===== src/design/dpp_pkg.sv =====
`timescale 1ns / 1ps
// ----------------------------------------------------------------------------
// dpp_pkg
// Shared types and constants of the derivation path parser: parse phases,
// path type codes, character codes and the per-level record.
// ----------------------------------------------------------------------------
package dpp_pkg;

    // Parser phases.
    typedef enum logic [2:0] {
        PH_EXPECT_M,
        PH_AFTER_M,
        PH_IN_SEG,
        PH_AFTER_MARK,
        PH_DEAD
    } t_phase;

    // Path type codes held in the configuration register.
    localparam logic [3:0] PT_ROOT    = 4'd0;
    localparam logic [3:0] PT_BIP32   = 4'd1;
    localparam logic [3:0] PT_BIP44   = 4'd2;
    localparam logic [3:0] PT_BIP49   = 4'd3;
    localparam logic [3:0] PT_BIP54   = 4'd4;
    localparam logic [3:0] PT_BIP74   = 4'd5;
    localparam logic [3:0] PT_BIP84   = 4'd6;
    localparam logic [3:0] PT_BIP86   = 4'd7;
    localparam logic [3:0] PT_SLIP10  = 4'd8;
    localparam logic [3:0] PT_CIP11   = 4'd9;
    localparam logic [3:0] PT_CIP1852 = 4'd10;
    localparam logic [3:0] PT_ZIP32   = 4'd11;

    // Character codes.
    localparam logic [7:0] CH_M      = 8'h6D;
    localparam logic [7:0] CH_SLASH  = 8'h2F;
    localparam logic [7:0] CH_ZERO   = 8'h30;
    localparam logic [7:0] CH_NINE   = 8'h39;
    localparam logic [7:0] CH_APOS   = 8'h27;
    localparam logic [7:0] CH_LOW_H  = 8'h68;
    localparam logic [7:0] CH_HIGH_H = 8'h48;

    // Fixed purpose and coin values.
    localparam logic [31:0] PURPOSE_44   = 32'd44;
    localparam logic [31:0] PURPOSE_49   = 32'd49;
    localparam logic [31:0] PURPOSE_54   = 32'd54;
    localparam logic [31:0] PURPOSE_74   = 32'd74;
    localparam logic [31:0] PURPOSE_84   = 32'd84;
    localparam logic [31:0] PURPOSE_86   = 32'd86;
    localparam logic [31:0] PURPOSE_1852 = 32'd1852;
    localparam logic [31:0] PURPOSE_32   = 32'd32;
    localparam logic [31:0] COIN_ADA     = 32'd1815;
    localparam logic [31:0] COIN_ATOM    = 32'd118;
    localparam logic [31:0] COIN_ZEC     = 32'd133;

    // Number of levels kept for the type rules.
    localparam int STORED_LEVELS = 5;

    // One stored level: index value and hardening mark.
    typedef struct packed {
        logic        hard;
        logic [31:0] value;
    } t_level;

    // Level count facts needed by the type rules.
    typedef struct packed {
        logic is3;
        logic is4;
        logic is5;
        logic ge1;
    } t_count_info;

    // Checked result without the level count.
    typedef struct packed {
        logic        path_valid;
        logic [31:0] coin_value;
        logic [31:0] account_value;
        logic [31:0] charge_value;
        logic [31:0] leaf_index;
        logic        leaf_hardened;
        logic        leaf_present;
    } t_result;

    // Purpose level expected by each member of the bip44 family.
    function automatic logic [31:0] family_purpose(input logic [3:0] ptype);
        logic [31:0] p;
        unique case (ptype)
            PT_BIP44: p = PURPOSE_44;
            PT_BIP49: p = PURPOSE_49;
            PT_BIP54: p = PURPOSE_54;
            PT_BIP74: p = PURPOSE_74;
            PT_BIP84: p = PURPOSE_84;
            default:  p = PURPOSE_86;
        endcase
        return p;
    endfunction

endpackage


===== src/design/derivation_path_parser.sv =====
`timescale 1ns / 1ps
// ----------------------------------------------------------------------------
// derivation_path_parser
// Parses a derivation path one character per transaction and reports one
// checked result per path.
// ----------------------------------------------------------------------------
// Throughput: one input transaction per cycle while the skid register is empty
//   (o_s_tready high); the parser state updates in the cycle a character is accepted.
// The result of the final transaction is registered and presented on o_m_tvalid.
// A two-entry output buffer lets input continue while a result waits.
// Reset (synchronous, i_rst_n low) rearms the parser, sets path_type to root
//   and empties the output buffer.
// ----------------------------------------------------------------------------
module derivation_path_parser #(
    parameter int MAX_LEVEL_COUNT = 255
) (
    input  logic         i_clk,
    input  logic         i_rst_n,
    // Configuration: path_type register.
    input  logic         i_cfg_we,
    input  logic [3:0]   i_cfg_wdata,
    // Input stream.
    input  logic         i_s_tvalid,
    output logic         o_s_tready,
    input  logic [7:0]   i_s_tdata,   // [7:0] char_code
    input  logic         i_s_tlast,   // last_char
    input  logic         i_s_tuser,   // empty_path
    // Result stream.
    output logic         o_m_tvalid,
    input  logic         i_m_tready,
    // [0] path_valid, [8:1] level_total, [40:9] coin_value,
    // [72:41] account_value, [104:73] charge_value, [136:105] leaf_index,
    // [137] leaf_hardened, [138] leaf_present, [143:139] zero
    output logic [143:0] o_m_tdata
);

    localparam int CNT_W = $clog2(MAX_LEVEL_COUNT + 1);
    localparam int EXT_W = (CNT_W > 8) ? CNT_W : 8;
    localparam int IDX_W = $clog2(dpp_pkg::STORED_LEVELS);

    // Parser state.
    logic [3:0]       r_path_type;
    dpp_pkg::t_phase  r_phase, n_phase;
    logic [31:0]      r_value, n_value;
    logic             r_digits, n_digits;
    logic             r_mark, n_mark;
    logic             r_ovf, n_ovf;
    logic [CNT_W-1:0] r_cnt, n_cnt;
    logic             r_err, n_err;
    dpp_pkg::t_level  r_store [dpp_pkg::STORED_LEVELS];

    // Working values for one transaction.
    logic             in_fire;
    logic             final_item;
    logic [7:0]       ch;
    logic             is_digit;
    logic             is_mark;
    logic [35:0]      mac;
    logic             st_we;
    logic [IDX_W-1:0] st_idx;
    dpp_pkg::t_level  st_data;
    logic             path_empty;
    logic             parse_ok;
    dpp_pkg::t_level  eff_levels [dpp_pkg::STORED_LEVELS];
    dpp_pkg::t_count_info cnt_info;
    dpp_pkg::t_result eval_res;
    logic [EXT_W-1:0] cnt_ext;
    logic [7:0]       level_total;
    logic [143:0]     res_word;

    // Output buffer.
    logic             r_out_valid;
    logic [143:0]     r_out_data;
    logic             r_skid_valid;
    logic [143:0]     r_skid_data;
    logic             out_fire;
    logic             res_we;

    assign o_s_tready = ~r_skid_valid;
    assign in_fire    = i_s_tvalid & ~r_skid_valid;
    assign final_item = i_s_tuser | i_s_tlast;
    assign ch         = i_s_tdata;
    assign is_digit   = (ch >= dpp_pkg::CH_ZERO) && (ch <= dpp_pkg::CH_NINE);
    assign is_mark    = (ch == dpp_pkg::CH_APOS) || (ch == dpp_pkg::CH_LOW_H)
                        || (ch == dpp_pkg::CH_HIGH_H);
    // Decimal step: value * 10 + digit.
    assign mac = {1'b0, r_value, 3'b000} + {3'b000, r_value, 1'b0}
                 + {28'd0, ch - dpp_pkg::CH_ZERO};

    // Character step, then the closing of an open segment on a final item.
    always_comb begin
        n_phase  = r_phase;
        n_value  = r_value;
        n_digits = r_digits;
        n_mark   = r_mark;
        n_ovf    = r_ovf;
        n_cnt    = r_cnt;
        n_err    = r_err;
        st_we    = 1'b0;
        st_idx   = r_cnt[IDX_W-1:0];
        st_data  = '{hard: r_mark, value: r_value};

        if (!i_s_tuser) begin
            unique case (r_phase)
                dpp_pkg::PH_EXPECT_M: begin
                    if (ch == dpp_pkg::CH_M) begin
                        n_phase = dpp_pkg::PH_AFTER_M;
                    end else begin
                        n_err   = 1'b1;
                        n_phase = dpp_pkg::PH_DEAD;
                    end
                end
                dpp_pkg::PH_AFTER_M: begin
                    if (ch == dpp_pkg::CH_SLASH) begin
                        n_phase = dpp_pkg::PH_IN_SEG;
                    end else begin
                        n_err   = 1'b1;
                        n_phase = dpp_pkg::PH_DEAD;
                    end
                end
                dpp_pkg::PH_IN_SEG, dpp_pkg::PH_AFTER_MARK: begin
                    if (r_phase == dpp_pkg::PH_IN_SEG && is_digit) begin
                        if (mac[35:32] != 4'd0) begin
                            n_ovf   = 1'b1;
                            n_err   = 1'b1;
                            n_phase = dpp_pkg::PH_DEAD;
                        end else begin
                            n_value  = mac[31:0];
                            n_digits = 1'b1;
                        end
                    end else if (r_phase == dpp_pkg::PH_IN_SEG && is_mark) begin
                        if (!r_digits) begin
                            n_err   = 1'b1;
                            n_phase = dpp_pkg::PH_DEAD;
                        end else begin
                            n_mark  = 1'b1;
                            n_phase = dpp_pkg::PH_AFTER_MARK;
                        end
                    end else if (ch == dpp_pkg::CH_SLASH) begin
                        // Segment close on a slash.
                        if (!r_digits || r_ovf) begin
                            n_err   = 1'b1;
                            n_phase = dpp_pkg::PH_DEAD;
                        end else begin
                            if (r_cnt < CNT_W'(dpp_pkg::STORED_LEVELS)) begin
                                st_we   = 1'b1;
                                st_idx  = r_cnt[IDX_W-1:0];
                                st_data = '{hard: r_mark, value: r_value};
                            end
                            if (r_cnt >= CNT_W'(MAX_LEVEL_COUNT)) begin
                                n_err = 1'b1;
                            end else begin
                                n_cnt = r_cnt + CNT_W'(1);
                            end
                            n_value  = '0;
                            n_digits = 1'b0;
                            n_mark   = 1'b0;
                            n_ovf    = 1'b0;
                            if (!n_err) begin
                                n_phase = dpp_pkg::PH_IN_SEG;
                            end
                        end
                    end else begin
                        n_err   = 1'b1;
                        n_phase = dpp_pkg::PH_DEAD;
                    end
                end
                default: begin
                    n_phase = r_phase;
                end
            endcase
        end

        // A path that never started counts as empty.
        path_empty = (n_phase == dpp_pkg::PH_EXPECT_M) && !n_err;

        // Final close of an open segment.
        if (final_item && (n_phase == dpp_pkg::PH_IN_SEG
                           || n_phase == dpp_pkg::PH_AFTER_MARK)) begin
            if (!n_digits || n_ovf) begin
                n_err   = 1'b1;
                n_phase = dpp_pkg::PH_DEAD;
            end else begin
                if (n_cnt < CNT_W'(dpp_pkg::STORED_LEVELS)) begin
                    st_we   = 1'b1;
                    st_idx  = n_cnt[IDX_W-1:0];
                    st_data = '{hard: n_mark, value: n_value};
                end
                if (n_cnt >= CNT_W'(MAX_LEVEL_COUNT)) begin
                    n_err = 1'b1;
                end else begin
                    n_cnt = n_cnt + CNT_W'(1);
                end
            end
        end

        parse_ok = !n_err && (n_phase != dpp_pkg::PH_DEAD);
    end

    // Levels as seen by the type rules, with this transaction's write merged.
    always_comb begin
        for (int k = 0; k < dpp_pkg::STORED_LEVELS; k++) begin
            eff_levels[k] = (st_we && st_idx == IDX_W'(k)) ? st_data : r_store[k];
        end
    end

    assign cnt_info.is3 = (n_cnt == CNT_W'(3));
    assign cnt_info.is4 = (n_cnt == CNT_W'(4));
    assign cnt_info.is5 = (n_cnt == CNT_W'(5));
    assign cnt_info.ge1 = (n_cnt != '0);

    dpp_eval u_eval (
        .i_path_type (r_path_type),
        .i_parse_ok  (parse_ok),
        .i_empty     (path_empty),
        .i_count     (cnt_info),
        .i_levels    (eff_levels),
        .o_result    (eval_res)
    );

    // Level count saturated to the reported width.
    assign cnt_ext     = EXT_W'(n_cnt);
    assign level_total = (cnt_ext > EXT_W'(255)) ? 8'hFF : cnt_ext[7:0];

    assign res_word = {5'd0,
                       eval_res.leaf_present,
                       eval_res.leaf_hardened,
                       eval_res.leaf_index,
                       eval_res.charge_value,
                       eval_res.account_value,
                       eval_res.coin_value,
                       level_total,
                       eval_res.path_valid};

    // Configuration register.
    always_ff @(posedge i_clk) begin
        if (!i_rst_n) begin
            r_path_type <= dpp_pkg::PT_ROOT;
        end else if (i_cfg_we) begin
            r_path_type <= i_cfg_wdata;
        end
    end

    // Parser state registers; a final transaction rearms the parser.
    always_ff @(posedge i_clk) begin
        if (!i_rst_n) begin
            r_phase  <= dpp_pkg::PH_EXPECT_M;
            r_value  <= '0;
            r_digits <= 1'b0;
            r_mark   <= 1'b0;
            r_ovf    <= 1'b0;
            r_cnt    <= '0;
            r_err    <= 1'b0;
        end else if (in_fire) begin
            if (final_item) begin
                r_phase  <= dpp_pkg::PH_EXPECT_M;
                r_value  <= '0;
                r_digits <= 1'b0;
                r_mark   <= 1'b0;
                r_ovf    <= 1'b0;
                r_cnt    <= '0;
                r_err    <= 1'b0;
            end else begin
                r_phase  <= n_phase;
                r_value  <= n_value;
                r_digits <= n_digits;
                r_mark   <= n_mark;
                r_ovf    <= n_ovf;
                r_cnt    <= n_cnt;
                r_err    <= n_err;
            end
        end
    end

    // Level store; entries are only read after being written for this path.
    always_ff @(posedge i_clk) begin
        if (in_fire && st_we) begin
            r_store[st_idx] <= st_data;
        end
    end

    // Two-entry output buffer: output register plus skid register.
    assign out_fire = r_out_valid & i_m_tready;
    assign res_we   = in_fire & final_item;

    always_ff @(posedge i_clk) begin
        if (!i_rst_n) begin
            r_out_valid  <= 1'b0;
            r_skid_valid <= 1'b0;
        end else begin
            if (!r_out_valid) begin
                r_out_valid <= res_we;
            end else if (out_fire) begin
                if (r_skid_valid) begin
                    r_skid_valid <= 1'b0;
                end else begin
                    r_out_valid <= res_we;
                end
            end else if (res_we) begin
                r_skid_valid <= 1'b1;
            end
        end
    end

    always_ff @(posedge i_clk) begin
        if (!r_out_valid || (out_fire && !r_skid_valid)) begin
            if (res_we) begin
                r_out_data <= res_word;
            end
        end else if (out_fire) begin
            r_out_data <= r_skid_data;
        end
        if (r_out_valid && !out_fire && res_we) begin
            r_skid_data <= res_word;
        end
    end

    assign o_m_tvalid = r_out_valid;
    assign o_m_tdata  = r_out_data;

endmodule


===== src/design/dpp_eval.sv =====
`timescale 1ns / 1ps
// ----------------------------------------------------------------------------
// dpp_eval
// Applies the rules of the configured path type to the parsed levels and
// forms the reported fields. Purely combinational.
// ----------------------------------------------------------------------------
module dpp_eval (
    input  logic [3:0]           i_path_type,
    input  logic                 i_parse_ok,
    input  logic                 i_empty,
    input  dpp_pkg::t_count_info i_count,
    input  dpp_pkg::t_level      i_levels [dpp_pkg::STORED_LEVELS],
    output dpp_pkg::t_result     o_result
);

    logic        ok;
    logic [31:0] coin;
    logic [31:0] acc;
    logic [31:0] chg;
    logic [31:0] idx;
    logic        hard;
    logic        pres;
    logic [31:0] cip_purpose;
    logic [31:0] cip_coin;

    assign cip_purpose = (i_path_type == dpp_pkg::PT_CIP11) ? dpp_pkg::PURPOSE_44
                                                            : dpp_pkg::PURPOSE_1852;
    assign cip_coin    = (i_path_type == dpp_pkg::PT_CIP11) ? dpp_pkg::COIN_ATOM
                                                            : dpp_pkg::COIN_ADA;

    // Type rules; any failure clears every field but the count.
    always_comb begin
        ok   = 1'b0;
        coin = '0;
        acc  = '0;
        chg  = '0;
        idx  = '0;
        hard = 1'b0;
        pres = 1'b0;
        if (i_path_type == dpp_pkg::PT_ROOT) begin
            ok = i_empty;
        end else if (i_parse_ok && !i_empty) begin
            unique case (i_path_type)
                dpp_pkg::PT_BIP32: begin
                    ok = i_count.is3 && i_levels[0].hard && !i_levels[1].hard
                         && (i_levels[1].value <= 32'd1);
                    acc  = i_levels[0].value;
                    chg  = i_levels[1].value;
                    idx  = i_levels[2].value;
                    hard = i_levels[2].hard;
                    pres = 1'b1;
                end
                dpp_pkg::PT_BIP44, dpp_pkg::PT_BIP49, dpp_pkg::PT_BIP54,
                dpp_pkg::PT_BIP74, dpp_pkg::PT_BIP84, dpp_pkg::PT_BIP86: begin
                    ok = i_count.is5 && i_levels[0].hard
                         && (i_levels[0].value == dpp_pkg::family_purpose(i_path_type))
                         && i_levels[1].hard && i_levels[2].hard && !i_levels[3].hard
                         && (i_levels[3].value <= 32'd1);
                    coin = i_levels[1].value;
                    acc  = i_levels[2].value;
                    chg  = i_levels[3].value;
                    idx  = i_levels[4].value;
                    hard = i_levels[4].hard;
                    pres = 1'b1;
                end
                dpp_pkg::PT_SLIP10: begin
                    ok   = i_count.ge1;
                    pres = 1'b1;
                end
                dpp_pkg::PT_CIP11, dpp_pkg::PT_CIP1852: begin
                    ok = i_count.is5
                         && i_levels[0].hard && (i_levels[0].value == cip_purpose)
                         && i_levels[1].hard && (i_levels[1].value == cip_coin)
                         && i_levels[2].hard && !i_levels[3].hard;
                    coin = cip_coin;
                    acc  = i_levels[2].value;
                    chg  = i_levels[3].value;
                    idx  = i_levels[4].value;
                    hard = i_levels[4].hard;
                    pres = 1'b1;
                end
                dpp_pkg::PT_ZIP32: begin
                    ok = (i_count.is3 || i_count.is4)
                         && i_levels[0].hard && (i_levels[0].value == dpp_pkg::PURPOSE_32)
                         && i_levels[1].hard && (i_levels[1].value == dpp_pkg::COIN_ZEC)
                         && i_levels[2].hard;
                    coin = dpp_pkg::COIN_ZEC;
                    acc  = i_levels[2].value;
                    if (i_count.is4) begin
                        idx  = i_levels[3].value;
                        hard = i_levels[3].hard;
                        pres = 1'b1;
                    end
                end
                default: begin
                    ok = 1'b0;
                end
            endcase
        end

        o_result.path_valid    = ok;
        o_result.coin_value    = ok ? coin : '0;
        o_result.account_value = ok ? acc  : '0;
        o_result.charge_value  = ok ? chg  : '0;
        o_result.leaf_index    = ok ? idx  : '0;
        o_result.leaf_hardened = ok & hard;
        o_result.leaf_present  = ok & pres;
    end

endmodule

===== config.mk =====
export PLATFORM = sky130hd
export DESIGN_NAME = derivation_path_parser
export DESIGN_NICKNAME = d
export VERILOG_FILES = /design/src/design/dpp_pkg.sv /design/src/design/derivation_path_parser.sv /design/src/design/dpp_eval.sv
export SDC_FILE = /design/constraint.sdc
export NUM_CORES = 1
export LEC_CHECK = 0
export BUFFER_PORTS_ARGS = -buffer_cell sky130_fd_sc_hd__clkbuf_2
export CAP_MARGIN = 15
export CORE_MARGIN = 5
export CORE_UTILIZATION = 45
export DETAILED_ROUTE_END_ITERATION = 16
export PLACE_DENSITY = 0.65
export SETUP_SLACK_MARGIN = 0.02
export SLEW_MARGIN = 25
export SYNTH_ARGS = -nofsm -noshare
export SYNTH_HDL_FRONTEND = slang
export SYNTH_HIERARCHICAL = 1
export SYNTH_SLANG_ARGS = --single-unit

===== constraint.sdc =====
create_clock -name i_clk -period 23 [get_ports i_clk]
set_input_delay 0 -clock i_clk [delete_from_list [all_inputs] [get_ports i_clk]]
set_output_delay 0 -clock i_clk [all_outputs]
set_load 0.02 [all_outputs]

==> summary.txt <==
==============================================================================
Top flip-flop cell by instance count after synthesis                  edfxtp_1
Cell count after placement                                                3135
#FFs+latches synth                                                         496
Finish-stage setup viols                                                     0
Maximum achievable frequency                                         0.115 GHz
Crit path required time                                               23.46 ns
Number of clock sinks                                                      496
Initial Utilization                                                      45.3%
Origin of the worst min-delay path                                   i_s_tuser
Number of vias per cell                                                   5.92
Depth of the CTS H-tree                                                      2
Kind of critical path                                                  reg2reg
Relative contribution of combinational cells to total power               6.8%
Mean post-synth cell area                                             11.2 µm²
XOR/XNOR Fraction of Synth Area                                          1.41%
Sort of element at the start of the critical path                     register
Distinct cells, synth                                                       98
Number of flops mapped to enable cells by yosys                            443
Drt drc                                                                      0
Clock buffer depth                                                           3
Worst setup startpoint                                                r_cnt[0]
Length of routed met3 wiring                                           5.09 mm
Nature of the critical path endpoint                                  register
Clock buffers created by TritonCTS                                          52
Worst Tran Pin Value                                                   1.07 ns
Routed wire length                                                     71.9 mm
Worst R2R Path Depth                                                        25
Cells taking the most area after synthesis                        edfxtp_1 (51%), nand2_1 (7.5%), mux2_2 (6.4%), dfxtp_1 (4.1%), ha_1 (3.2%)
Switching part of the total                                              23.3%
Tmin final                                                             8.66 ns
Worst clock skew on the final layout                                 0.0180 ns
First DRT Iteration DRCs                                                  2093
Total Negative Setup Slacks                                               0 ns
Final worst setup slack                                               14.34 ns
Top metal layer carrying routed signals                                   met4
Fraction of the mapped netlist area in adder cells                       3.63%
Global-route usage over all layers                                       22.0%
WL met1                                                                32.6 mm
Sum of overflow across all layers after global routing                       0
Clock insertion delay at the later pin of the skew report              0.60 ns
Final Slew Violations                                                        0
Clk slew on worst S/H paths                                            0.06 ns
Core occupancy in the finished layout                                    50.8%
Cells after Synth                                                         2329
Synth area leader                                                     edfxtp_1
Ys async rst share                                                          0%
Clock tree from TritonCTS                                                 done
Drt wl/cell                                                            22.2 µm
Antenna violations before repair                                             0
Proportion of power drawn by the clock network                           41.6%
Wire length of the first global-routing pass                            112 mm
Fraction of layout cells with a size suffix above 1                      20.1%
Arrival time of data at the critical path endpoint                     9.12 ns
Root Driver                                                          clkbuf_16
Power dissipated by switching net loads                                 453 µW
Cell depth of the worst hold path                                            4
Maximum fanout along the worst path                                         78
Met2 wire length                                                       32.3 mm
Max capacitance violation total                                              0
Share of synthesized area spent on multiplexers                          8.11%
Static leakage power                                                   10.5 nW
Type of the most critical hold path                                     in2reg
Worst-case hold slack                                                0.0325 ns
Outcome                                                              completed
Nets                                                                      2527
Vertical die dimension                                                  251 µm
Synthesized cell area                                                26100 µm²
Non-filler cells in the finished layout                                   3240
Final Wtd Congestion                                                     0.880
Die X-Extent                                                            251 µm
Final Cycle Share                                                        37.6%
Number of diodes                                                             0
Register-to-Register Setup Slack                                      14.34 ns
Unrepaired setup endpoints after global routing                          false
Final Hold Violating Endpoints                                               0
Maximum VDD drop                                                       54.7 µV
Die footprint                                                        62900 µm²
Compound-Gate Fraction of Synth Area                                     11.1%
Worst R2R Start                                                       r_cnt[0]
Share of synthesized area occupied by flip-flops and latches             55.1%
Maximum number of pins on one net before global-route repair               140
Vias post-DR                                                             19200
Synth-to-layout area growth                                              12.1%
Number of synthesis warnings                                                 6
Number of rows created at floorplan                                         88
DP Worst Slack                                                        14.40 ns
Detailed Place HPWL                                                    48.1 mm
Yosys top cell area share                                                51.0%
PD cells                                                           66.6 nW/µm²
# port buffers                                                             159
IO Pins                                                                    165
Vias in the first global route                                           18800
Simple-gate share of the synthesized area                                17.2%
Dominant combinational cell family by area after synthesis        simple AND/OR/NAND/NOR gates
Antenna violation net count after detailed routing                           0
Internal portion of total power                                        1.49 mW
Flop pwr share                                                           51.6%
Worst max-slew margin expressed relative to the limit                    28.4%
Number of detailed-routing iterations run before antenna repair              7
Core Region                                                          57600 µm²
==============================================================================
==> final timing paths <==
check,end
worst max-delay path,o_m_tdata[63]
worst min-delay path,r_phase[2]
worst max register to register,o_m_tdata[63]
worst min register to register,o_m_tdata[97]
==> cells in the final DEF (no fill, tap or decap), types with 24 or more instances in the layout <==
master / synthesis / routed
buf_4: 11 / 32
a222oi_1: 33 / 33
nor4_1: 26 / 26
o21ai_0: 47 / 47
dfxtp_1: 53 / 53
nor3_1: 63 / 62
mux2_2: 148 / 148
xnor2_1: 27 / 27
mux2_1: 32 / 32
nand2_1: 522 / 522
a22oi_1: 96 / 95
ha_1: 66 / 66
clkbuf_2: 0 / 158
nor2b_1: 48 / 48
nor2_1: 103 / 98
nor3_2: 40 / 41
edfxtp_1: 443 / 443
a21oi_1: 84 / 84
inv_1: 38 / 38
nand3_1: 24 / 24
clkbuf_16: 0 / 54
==> state kept, by name (all words and copies together) (netlist names), 3 cells and up <==
name,flops
r_value,32
r_skid_data,139
r_store,165
r_cnt,8
r_phase,3
r_path_type,4
o_m_tdata,139
==> power groups by stage <==
stage / Combinational, mW / Clock, mW / Sequential [mW]
after floorplan: 0.0612 / 0 / 1.05
after global placement: 0.129 / 0 / 1.02
after detailed placement: 0.130 / 0 / 1.02
after CTS: 0.132 / 0.828 / 1.01
after global routing: 0.141 / 0.866 / 1.01
final: 0.132 / 0.811 / 1.00
==> stage by stage <==
stage	instance area, µm²	power [mW]
floorplan	26100	1.11
global placement	27500	1.15
detailed placement	27500	1.15
CTS	29200	1.96
global route	29200	2.01
finish	29200	1.95
==> repair_timing <==
action / in CTS / in global routing
gates resized for setup: 0 / 0
setup buffers: 0 / 0
hold buffers: 12 / 0
endpoints found under the setup margin: 0 / 0
hold endpoints to repair: 7 / 0
==> cells in the mapped netlist (all sizes together) (5+ instances only) <==
cell type	n
o21bai	5
and2	11
o211ai	10
ha	66
a222oi	33
xnor2	27
nor4b	8
a22oi	96
nor3	104
clkbuf	103
nand4	18
nor2b	48
a21o	12
buf	54
and3	5
a221o	5
a31oi	13
nor4	28
a211oi	12
inv	38
xor2	15
nand3b	5
o2111ai	7
dfxtp	53
a21boi	10
nand3	24
nand2b	10
a21oi	85
nor2	106
or4	5
fa	6
or3	10
mux2	180
o21ai	54
mux2i	9
a22o	10
nor3b	10
nand2	523
edfxtp	443
==> routing by layer <==
layer	vias up	track usage (%)
met5	-	0
met4	0	6.08
met3	117	3.13
met2	803	34.2
met1	9398	32.6
li1	8869	-
==> worst max-delay path, cell delays in order, from the launching register on <==
cell,delay [ns]
dfxtp_1,0.59
ha_1,0.36
nand2_1,0.17
nor3_1,0.69
nor3_2,0.22
o21ai_0,0.40
ha_1,0.29
nand2_1,0.08
a41oi_1,0.23
a41o_1,0.28
nand4_1,0.28
and3_1,0.31
a21boi_0,0.17
o22ai_1,0.10
a211oi_1,0.56
nand4b_1,0.33
nor4_1,0.76
o211ai_1,0.23
or4_4,0.48
a2111oi_4,0.42
nor4_4,0.08
buf_4,0.33
buf_4,0.50
nor3_1,0.39
nand2_1,0.10
nand2_1,0.09
==> final cells by class <==
cell class,count,area [µm²]
clock buffer,66,1410
clock inverter,27,218
fill,5065,28300
inverter,38,143
multi-input combinational,1642,11000
sequential,496,14400
tap,765,957
timing repair buffer,206,1200
==> cell families (layout without fill, tap and decap cells) <==
kind of cell             after synthesis  in the layout
XOR/XNOR                              42             42
AND/OR/NAND/NOR                      934            934
multiplexers                         189            189
other                                  1              5
adder cells (fa/ha/maj)               72             72
buffers and inverters                195            337
AO/OA/AOI/OAI                        400            400
flip-flops                           496            496
(Power assumes the default switching activity.)
